===== src/rtl/scma_pkg.sv =====
// Package for the scanned-channel moving average: sizes, widths and the
// stage record passed between the front end and the accumulator. No dependencies.
package scma_pkg;

  localparam int RING_DEPTH        = 16;
  localparam int CHANNEL_COUNT     = 8;
  localparam int AVERAGED_CHANNELS = 3;

  localparam int SAMPLE_W   = 10;
  localparam int CH_W       = 3;
  localparam int AVG_W      = 10;
  localparam int PTR_W      = $clog2(RING_DEPTH);
  localparam int RING_IDX_W = (AVERAGED_CHANNELS > 1) ? $clog2(AVERAGED_CHANNELS) : 1;
  localparam int RAM_DEPTH  = AVERAGED_CHANNELS * RING_DEPTH;
  localparam int ADDR_W     = $clog2(RAM_DEPTH);
  // Floor of log2 of the ring depth.
  localparam int DEPTH_LOG2 = $clog2(RING_DEPTH + 1) - 1;
  localparam int SUM_W      = SAMPLE_W + $clog2(RING_DEPTH);
  localparam int AVG_MAX    = (1 << AVG_W) - 1;

  typedef logic [SAMPLE_W-1:0] sample_t;
  typedef logic [CH_W-1:0]     chan_t;
  typedef logic [AVG_W-1:0]    avg_t;
  typedef logic [ADDR_W-1:0]   addr_t;

  // One item between the ring read and the sum update.
  typedef struct packed {
    chan_t                 channel;
    logic                  averaged;
    logic [RING_IDX_W-1:0] ring;
    sample_t               sample;
    logic                  old_vld;
  } stage_t;

endpackage


===== src/rtl/scma_ram.sv =====
// Generic single-clock RAM with one write port and one registered read port.
// Read-before-write when both ports hit the same address. No dependencies.
module scma_ram #(
  parameter int WIDTH = 8,
  parameter int DEPTH = 16
) (
  input  logic                     clk,
  input  logic                     we,
  input  logic [$clog2(DEPTH)-1:0] waddr,
  input  logic [WIDTH-1:0]         wdata,
  input  logic                     re,
  input  logic [$clog2(DEPTH)-1:0] raddr,
  output logic [WIDTH-1:0]         rdata
);

  logic [WIDTH-1:0] mem [DEPTH];
  logic [WIDTH-1:0] rdata_r;

  // Storage and registered read; the read sees the old word on a collision.
  always_ff @(posedge clk) begin
    if (we) begin
      mem[waddr] <= wdata;
    end
    if (re) begin
      rdata_r <= mem[raddr];
    end
  end

  assign rdata = rdata_r;

endmodule


===== src/rtl/scma_front.sv =====
// Front end: channel pointer, per-ring write pointers, slot valid bits and
// ring memory addressing. Depends on scma_pkg.
module scma_front (
  input  logic             clk,
  input  logic             rst_n,
  input  logic             in_valid,
  input  scma_pkg::sample_t in_sample,
  output logic             in_stall,
  output logic             ram_we,
  output scma_pkg::addr_t  ram_addr,
  output scma_pkg::sample_t ram_wdata,
  output logic             s1_vld,
  output scma_pkg::stage_t s1,
  input  logic             s1_take
);
  import scma_pkg::*;

  chan_t                 chan_r, chan_nxt;
  logic [PTR_W-1:0]      wp_r [AVERAGED_CHANNELS];
  logic [PTR_W-1:0]      wp_cur, wp_nxt;
  logic [RAM_DEPTH-1:0]  slot_vld_r;
  logic                  s1_vld_r;
  stage_t                s1_r;
  logic                  accept;
  logic                  is_avg;
  logic [RING_IDX_W-1:0] ring;

  // The stage register frees up in the same cycle it hands its item on.
  assign in_stall = s1_vld_r && !s1_take;
  assign accept   = in_valid && !in_stall;

  assign is_avg = (chan_r < CH_W'(AVERAGED_CHANNELS));
  assign ring   = chan_r[RING_IDX_W-1:0];
  assign wp_cur = wp_r[ring];

  // Slot address of the oldest sample in this channel's ring.
  assign ram_addr  = ADDR_W'(int'(ring) * RING_DEPTH + int'(wp_cur));
  assign ram_we    = accept && is_avg;
  assign ram_wdata = in_sample;

  // Pointer wraps.
  always_comb begin
    wp_nxt   = (wp_cur == PTR_W'(RING_DEPTH - 1)) ? '0 : wp_cur + 1'b1;
    chan_nxt = (chan_r == CH_W'(CHANNEL_COUNT - 1)) ? '0 : chan_r + 1'b1;
  end

  // Control state: channel pointer, write pointers and slot valid bits.
  always_ff @(posedge clk) begin
    if (!rst_n) begin
      chan_r     <= '0;
      slot_vld_r <= '0;
      s1_vld_r   <= 1'b0;
      for (int i = 0; i < AVERAGED_CHANNELS; i++) begin
        wp_r[i] <= '0;
      end
    end else begin
      if (accept) begin
        chan_r   <= chan_nxt;
        s1_vld_r <= 1'b1;
        if (is_avg) begin
          wp_r[ring]           <= wp_nxt;
          slot_vld_r[ram_addr] <= 1'b1;
        end
      end else if (s1_take) begin
        s1_vld_r <= 1'b0;
      end
    end
  end

  // Item record that waits for the ring read data.
  always_ff @(posedge clk) begin
    if (accept) begin
      s1_r.channel  <= chan_r;
      s1_r.averaged <= is_avg;
      s1_r.ring     <= ring;
      s1_r.sample   <= in_sample;
      s1_r.old_vld  <= is_avg && slot_vld_r[ram_addr];
    end
  end

  assign s1_vld = s1_vld_r;
  assign s1     = s1_r;

endmodule


===== src/rtl/scma_accum.sv =====
// Accumulator: running sums per ring, average with saturation, and the
// output register. Depends on scma_pkg.
module scma_accum (
  input  logic              clk,
  input  logic              rst_n,
  input  logic              s1_vld,
  input  scma_pkg::stage_t  s1,
  input  scma_pkg::sample_t ram_rdata,
  output logic              s1_take,
  output logic              out_valid,
  input  logic              out_stall,
  output scma_pkg::chan_t   out_sampled_channel,
  output logic              out_averaged,
  output scma_pkg::avg_t    out_average
);
  import scma_pkg::*;

  logic [SUM_W-1:0] sum_r [AVERAGED_CHANNELS];
  logic [SUM_W-1:0] sum_nxt;
  logic [SUM_W-1:0] shifted;
  sample_t          old_sample;
  avg_t             avg_nxt;
  logic             out_adv;
  logic             out_valid_r;
  chan_t            chan_out_r;
  logic             avg_flag_r;
  avg_t             avg_out_r;

  assign out_adv = !out_valid_r || !out_stall;
  assign s1_take = s1_vld && out_adv;

  // A slot never written counts as zero.
  assign old_sample = s1.old_vld ? ram_rdata : '0;

  // Sum update and average; the previous item of the same channel has
  // always left this stage already, so the stored sum is current.
  always_comb begin
    sum_nxt = sum_r[s1.ring] - SUM_W'(old_sample) + SUM_W'(s1.sample);
    shifted = sum_nxt >> DEPTH_LOG2;
    if (!s1.averaged) begin
      avg_nxt = '0;
    end else if (shifted > SUM_W'(AVG_MAX)) begin
      avg_nxt = AVG_W'(AVG_MAX);
    end else begin
      avg_nxt = shifted[AVG_W-1:0];
    end
  end

  // Running sums and output valid.
  always_ff @(posedge clk) begin
    if (!rst_n) begin
      out_valid_r <= 1'b0;
      for (int i = 0; i < AVERAGED_CHANNELS; i++) begin
        sum_r[i] <= '0;
      end
    end else begin
      if (out_adv) begin
        out_valid_r <= s1_vld;
      end
      if (s1_take && s1.averaged) begin
        sum_r[s1.ring] <= sum_nxt;
      end
    end
  end

  // Output payload.
  always_ff @(posedge clk) begin
    if (s1_take) begin
      chan_out_r <= s1.channel;
      avg_flag_r <= s1.averaged;
      avg_out_r  <= avg_nxt;
    end
  end

  assign out_valid           = out_valid_r;
  assign out_sampled_channel = chan_out_r;
  assign out_averaged        = avg_flag_r;
  assign out_average         = avg_out_r;

endmodule


===== src/rtl/scanned_channel_moving_average.sv =====
// Channel   Direction  Handshake          Payload
// in_       input      in_valid/in_stall  in_sample
// out_      output     out_valid/out_stall out_sampled_channel, out_averaged, out_average
//
// One item per cycle while out_stall is low; a taken item passes the stage register
// and then the output register, with the ring memory read and running sum update between.
// Synchronous active-low reset clears pointers, sums and slot valid bits at once.
// in_stall rises only when the stage and output registers are full and out_stall is high.
//
// Top level of the scanned-channel moving average. Depends on scma_pkg,
// scma_front, scma_ram and scma_accum.
module scanned_channel_moving_average (
  input  logic              clk,
  input  logic              rst_n,
  input  logic              in_valid,
  output logic              in_stall,
  input  scma_pkg::sample_t in_sample,
  output logic              out_valid,
  input  logic              out_stall,
  output scma_pkg::chan_t   out_sampled_channel,
  output logic              out_averaged,
  output scma_pkg::avg_t    out_average
);
  import scma_pkg::*;

  logic    ram_we;
  addr_t   ram_addr;
  sample_t ram_wdata;
  sample_t ram_rdata;
  logic    s1_vld;
  stage_t  s1;
  logic    s1_take;

  // Pointer and addressing front end.
  scma_front u_front (
    .clk       (clk),
    .rst_n     (rst_n),
    .in_valid  (in_valid),
    .in_sample (in_sample),
    .in_stall  (in_stall),
    .ram_we    (ram_we),
    .ram_addr  (ram_addr),
    .ram_wdata (ram_wdata),
    .s1_vld    (s1_vld),
    .s1        (s1),
    .s1_take   (s1_take)
  );

  // Ring storage: the new sample is written while the old one is read out.
  scma_ram #(
    .WIDTH (SAMPLE_W),
    .DEPTH (RAM_DEPTH)
  ) u_ring_ram (
    .clk   (clk),
    .we    (ram_we),
    .waddr (ram_addr),
    .wdata (ram_wdata),
    .re    (ram_we),
    .raddr (ram_addr),
    .rdata (ram_rdata)
  );

  // Running sums and result register.
  scma_accum u_accum (
    .clk                 (clk),
    .rst_n               (rst_n),
    .s1_vld              (s1_vld),
    .s1                  (s1),
    .ram_rdata           (ram_rdata),
    .s1_take             (s1_take),
    .out_valid           (out_valid),
    .out_stall           (out_stall),
    .out_sampled_channel (out_sampled_channel),
    .out_averaged        (out_averaged),
    .out_average         (out_average)
  );

endmodule


===== config.mk =====
export PLATFORM = sky130hd
export DESIGN_NAME = scanned_channel_moving_average
export DESIGN_NICKNAME = d
export VERILOG_FILES = /design/src/rtl/scma_pkg.sv /design/src/rtl/scma_ram.sv /design/src/rtl/scma_front.sv /design/src/rtl/scma_accum.sv /design/src/rtl/scanned_channel_moving_average.sv
export SDC_FILE = /design/constraint.sdc
export NUM_CORES = 1
export LEC_CHECK = 0
export BUFFER_PORTS_ARGS = -buffer_cell sky130_fd_sc_hd__buf_2
export CAP_MARGIN = 20
export CORE_ASPECT_RATIO = 2
export CORE_MARGIN = 2
export CORE_UTILIZATION = 48
export CTS_CLUSTER_DIAMETER = 100
export CTS_CLUSTER_SIZE = 20
export DETAILED_ROUTE_END_ITERATION = 8
export GPL_TIMING_DRIVEN = 1
export PLACE_DENSITY_LB_ADDON = 0.08
export SLEW_MARGIN = 20
export SYNTH_ARGS = -nofsm -noshare
export SYNTH_HDL_FRONTEND = slang
export SYNTH_HIERARCHICAL = 1
export SYNTH_SLANG_ARGS = --single-unit

===== constraint.sdc =====
create_clock -name clk -period 5.3 [get_ports clk]
set_input_delay 0.265 -clock clk [delete_from_list [all_inputs] [get_ports clk]]
set_output_delay 0.265 -clock clk [all_outputs]
set_load 0.05 [all_outputs]

Yosys cells after proc, flatten, opt, wreduce, memory -nomap -nowiden. Memories as Yosys holds them, arrays and structs flattened. A register that Yosys moved wholly into a read port is not among the register bits. Index checks and enable logic that the tools add are counted. W data, S select, Z words.

Bits in registers: 84. Bits in writable memories: 534. Output and inout bits: 16. Word-level logic and storage cells: 72. Memories kept: 3.

$add $sub $neg: 5. $lt $le $gt $ge: 4. Eq/ne operators: 2. Multiplexer cells: 29. Bitwise operators: 1. Reduce and logical (&&, ||, !) cells: 16.

Memories: u_ring_ram.mem (words 48, bits a word 10, rd ports 1, clocked after Yosys merged registers in 1, wr ports 1, line scma_ram.sv:16) `logic [WIDTH-1:0] mem [DEPTH];`; u_accum.sum_r (words 3, bits a word 14, rd ports 1, clocked after Yosys merged registers in 1, wr ports 3, line scma_accum.sv:18) `logic [SUM_W-1:0] sum_r [AVERAGED_CHANNELS];`; u_front.wp_r (words 3, bits a word 4, rd ports 1, clocked after Yosys merged registers in 1, wr ports 3, line scma_front.sv:19) `logic [PTR_W-1:0] wp_r [AVERAGED_CHANNELS];`.

Operators by type and width (count): $or A48 B48 Y48 (1); $mux W10 (2); $mux W1 (16); $add A14 B10 Y14 (1); $mux W14 (1); $reduce_or A14 Y1 (1); $sub A14 B10 Y14 (1); $gt A10 B10 Y1 const B (1); $mux W2 (5); $mux W4 (2); $logic_and A1 B1 Y1 (7); $lt A6 B7 Y1 const B (1); $add A6 B4 Y6 (1); $bmux W1 S6 (1); $demux W1 S6 (1); $ge A6 B1 Y1 const B (1); $add A4 B1 Y4 const B (1); $eq A4 B4 Y1 const B (1); $logic_not A1 Y1 (4); $reduce_or A4 Y1 (1); $add A3 B1 Y3 const B (1); $eq A3 B3 Y1 const B (1); $lt A3 B2 Y1 const B (1); $mux W3 (1); 3 further kinds (3).

Logic depth before layout (Yosys ltp).
Word-level depth: 12. Gate-level depth with buffers: 13. Mapped depth without buffers: 11.

By module. Netlist, hierarchy kept.

By module, submodules not included: scma_ram (instances 1, cells an instance 967, area each 19153.4 um2); scma_accum (instances 1, cells an instance 329, area each 3987.6 um2); scma_front (instances 1, cells an instance 342, area each 3673.5 um2).

Worst setup path after synthesis. No wires, ideal clock.

Kind: reg2reg. Start point: register u_accum.out_valid_r (netlist: u_accum/out_valid). End point: memory u_ring_ram/mem[18][0] (netlist bit), enable pin. Library setup time: 0.390 ns. Data arrival time: 3.762 ns. Path slack: 1.148 ns. Cell stages (with the launch flop): 11. Buffers on the path: 1. Path through: dfxtp_1 > nand2_1 > nand2_1 > inv_1 > nor2b_1 > nand2b_1 > nor2b_1 > clkbuf_1 > nor4bb_1 > nand2_1 > nor3_1.

Cells in the longest elaborated chain, start to end: 10.

RTL lines: start, declared (line scma_accum.sv:24) `logic out_valid_r;`; start signal, assigned (line scma_accum.sv:58) `out_valid_r <= s1_vld;`; $logic_not A1 Y1 (line scma_accum.sv:29) `assign out_adv = !out_valid_r || !out_stall;`; $logic_or A1 B1 Y1 (line scma_accum.sv:29); $logic_and A1 B1 Y1 (line scma_accum.sv:30) `assign s1_take = s1_vld && out_adv;`; net s1_take (line scanned_channel_moving_average.sv:32) `logic s1_take;`; $logic_not A1 Y1 (line scma_front.sv:29) `assign in_stall = s1_vld_r && !s1_take;`; $logic_and A1 B1 Y1 (line scma_front.sv:29); net in_stall (line scanned_channel_moving_average.sv:16) `output logic in_stall,`; $logic_not A1 Y1 (line scma_front.sv:30) `assign accept = in_valid && !in_stall;`; $logic_and A1 B1 Y1 (line scma_front.sv:30); $logic_and A1 B1 Y1 (line scma_front.sv:38) `assign ram_we = accept && is_avg;`; net ram_we (line scanned_channel_moving_average.sv:26) `logic ram_we;`; $mux W1 (line scma_ram.sv:21) `if (we) begin`; $mux W1 (not written as such) (line scma_ram.sv:22) `mem[waddr] <= wdata;`; end, declared (line scma_ram.sv:16).

The timed path passes the listed nets, and every way through them passes these cells.

==> results.md <==
* CP Launch Type: flip-flop
* Critical Path End Type: flip-flop
* Vias per cell at 5.76
* Slew Limit Headroom at 23.7%
* Layout cell share with drive strength beyond 1 at 12.8%
* Clk pwr share at 26.9%
* Flop pwr share at 53.4%
* Pwr Density at 378 mW/mm2
* Yosys Warn Count at 6
* Reg2reg end: u_ring_ram/mem[5][1]
* CTS Hold Bufs at 2
* Synthesized area per cell at 16.4 um2
* Die Height at 338 um
* Slew Viols, Final at 0
* First-pass GRT wire length at 94300 um
* DRT antenna net count at 0
* NumNets Final at 1691
* Fillers at 4578
* Power Internal at 7.85 mW
* Setup TNS at 0 ns
* Initial Utilization at 48.5%
* FF+latch count, synth at 646
* Critical path type: reg -> reg
* CTS resizes at 0
* Post-synth EDFFs at 591
* Routed length per instance at 26.6 um
* Number of CTS-inserted buffers at 38
* Die area at 0.0579 mm2
* Crit path max fanout at 49
* Mapped cell area at 0.0268 mm2
* Reg2Reg Setup Slack at 1.42 ns
* Max Clock Freq at 258 MHz
* DRC violations left at 0
* Antenna violations before repair at 0
* Seq/Total Area, Yosys at 70.3%
* Gate Count Post-Synth at 1638
* Routed wire length at 63800 um
* Storage cell area at 0.0188 mm2
* Skew-Pair Late Insertion Delay at 0.58 ns
* Pleak at 9.45 nW
* Outcome: finished clean
* P_sw at 3.01 mW
* Final RePlAce weighted congestion at 0.813
* Setup Viol. Count Final at 0
* Core area at 0.0553 mm2
* Post-synth ARST share at 0%
* Total gr overflow at 0
* Post-route clock skew at 0.0202 ns
* Sw Share at 27.7%
* Placed insts at 2348
* Synth Flop Type: edfxtp_1
* Worst path required time at 5.49 ns
* Reg2Reg Depth at 5
* Mapped Nets at 1682
* Netlist cell types at 68
* RSZ-0062 raised after global routing: no
* DRT iter0 DRCs at 1240
* Clock transition at the registers of the reported paths at 0.09 ns
* Min Tclk post-route at 3.88 ns
* Non-Filler Instances at 2401
* Hold WC Path Type: in -> reg
* Max rail drop VDD at 181 uV
* Port bufs at 29
* Final Hold Fails at 0
* Worst Tran Pin Value at 1.14 ns
* Number of cell rows at 122
* Largest net degree at the start of global routing at 65
* I/O pin total at 30
* CP arrival at 4.07 ns
* H-tree levels at 2
* Vias at 13.8k
* Die width at 171 um
* Setup bufs post-CTS at 0
* GRT Total Usage at 22.5%
* CTS tree: built
* Max-cap violations at 0
* Comb pwr share at 19.6%
* Vias in the first global route at 14.7k
* CTS max path bufs at 3
* P&R area growth vs syn at 7.10%
* CTS Root Cell: clkbuf_16
* Multi-input combinational cell area at 0.00721 mm2
* Drt first pass iters at 5
* CTS sink count at 646
* Fin crit share at 73.2%
* CP endpoint: u_ring_ram/mem[5][1]
* DP Wirelength at 42200 um
layout make-up:
| class | count | area share [%] |
|---|---|---|
| Sequential cell | 646 | 65.6 |
| Multi-Input combinational cell | 829 | 25.1 |
| Clock buffer | 47 | 3.50 |
| Tap cell | 744 | 3.24 |
| Timing Repair Buffer | 66 | 1.58 |
| Inverter | 66 | 0.863 |
| Clock inverter | 2 | 0.0871 |
| Antenna cell | 1 | 0.00871 |
synthesized netlist by cell type, types with 9 or more instances:
master / count / area (um2)
a221oi_1: 21 / 184
fa_1: 10 / 200
buf_1: 9 / 33.8
o22ai_1: 12 / 75.1
o21a_1: 52 / 390
a22o_1: 20 / 175
nand3_1: 20 / 100
nor2_1: 161 / 604
dfxtp_1: 55 / 1100
and2_1: 18 / 113
mux4_2: 64 / 1440
clkbuf_1: 38 / 143
ha_1: 20 / 250
nor3_1: 18 / 90.1
a21oi_1: 34 / 170
a22oi_1: 41 / 308
mux2i_1: 173 / 1730
buf_2: 19 / 95.1
nor2b_1: 13 / 81.3
buf_6: 13 / 146
o41ai_2: 10 / 163
inv_1: 65 / 244
nand2_1: 45 / 169
buf_4: 17 / 128
edfxtp_1: 591 / 17700
cell usage in the layout (no fill, tap or decap), types with 4 or more instances in the layout:
cell type | synthesis | routed
mux2i_1 | 173 | 173
nand4_1 | 4 | 4
inv_1 | 65 | 65
edfxtp_1 | 591 | 591
o41ai_2 | 10 | 10
xnor2_1 | 4 | 4
a21o_1 | 5 | 5
nand3b_1 | 7 | 7
o22ai_1 | 12 | 12
dfxtp_1 | 55 | 55
nor3_1 | 18 | 18
a22oi_1 | 41 | 41
nand2b_1 | 7 | 7
a21oi_1 | 34 | 34
fa_1 | 10 | 10
mux4_1 | 6 | 6
mux4_2 | 64 | 62
nor2b_1 | 13 | 10
buf_2 | 19 | 29
and2_1 | 18 | 18
clkbuf_16 | 0 | 39
buf_4 | 17 | 33
a221oi_1 | 21 | 21
nand2_1 | 45 | 45
nand3_1 | 20 | 20
nor3b_2 | 4 | 4
nor2_2 | 0 | 12
a22o_1 | 20 | 20
ha_1 | 20 | 20
o21a_1 | 52 | 52
nor2_1 | 161 | 149
and3_1 | 5 | 5
clkbuf_1 | 38 | 8
metrics by stage:
step / utilization, % / area (um2) / power [mW] / hold slack [ns] / setup WS (ns)
floorplan: - / 26800 / 7.44 / 0.364 / 1.15
global placement: 50.0 / 27600 / 8.04 / 0.403 / 1.45
detailed placement: 50.0 / 27700 / 8.07 / 0.412 / 1.42
CTS: 51.9 / 28700 / 11.0 / 0.316 / 1.38
global route: 52.0 / 28700 / 11.3 / 0.338 / 1.20
finish: 52.0 / 28700 / 10.9 / 0.319 / 1.42
logic make-up after synthesis:
kind of cell    synth area share [%]
fa+ha+maj                       1.68
mux                             12.5
xor+xnor                       0.289
flops                           70.3
buf+inv                         3.01
compound gates                  6.74
simple gates                    5.48
per-layer routing:
| layer | GRT usage (%) | share of wire [%] | vias up |
|---|---|---|---|
| met5 | 0 | 0 | - |
| met4 | 9.62 | 4.4 | 0 |
| li1 | - | - | 6296 |
| met3 | 2.17 | 2.5 | 112 |
| met2 | 44.6 | 58 | 276 |
| met1 | 23.2 | 35 | 7145 |
flip-flops by register name, summed over array words and instances (netlist names), 3 cells and up, named ones only:
name,count
u_accum/out_sampled_channel,3
u_front/wp_r,16
u_front/s1,15
u_accum/out_average,10
u_ring_ram/mem,480
u_ring_ram/rdata,10
u_front/slot_vld_r,48
u_accum/sum_r,56
u_front/chan_r,3
power groups by stage:
stage | logic, mW | clock network (mW) | registers [mW]
6_report | 2.13 | 2.92 | 5.80
5_1_grt | 2.31 | 3.16 | 5.81
4_1_cts | 2.16 | 3.01 | 5.80
3_5_place_dp | 2.15 | 0 | 5.92
3_3_place_gp | 2.13 | 0 | 5.92
2_1_floorplan | 1.46 | 0 | 5.98
worst min-delay path by stage:
stage / startpoint / endpoint / slack, ns / cells past startpoint
3_5_place_dp: u_front/s1[16] / u_accum/out_sampled_channel[2] / 0.41 / 0
3_3_place_gp: u_front/s1[16] / u_accum/out_sampled_channel[2] / 0.40 / 0
2_1_floorplan: in_sample[9] / u_front/s1[10] / 0.36 / 0
6_report: rst_n / u_front/s1_vld / 0.32 / 3
4_1_cts: rst_n / u_front/s1_vld / 0.32 / 3
5_1_grt: rst_n / u_front/slot_vld_r[7] / 0.34 / 3
critical path: stages (launching register included):
cell and delay (ns):
dfxtp_1 0.47, mux4_4 0.96, buf_4 0.45, nor2b_1 0.33
nand3_1 0.25, nor2_1 0.93
Power figures use the tool's default switching activity.
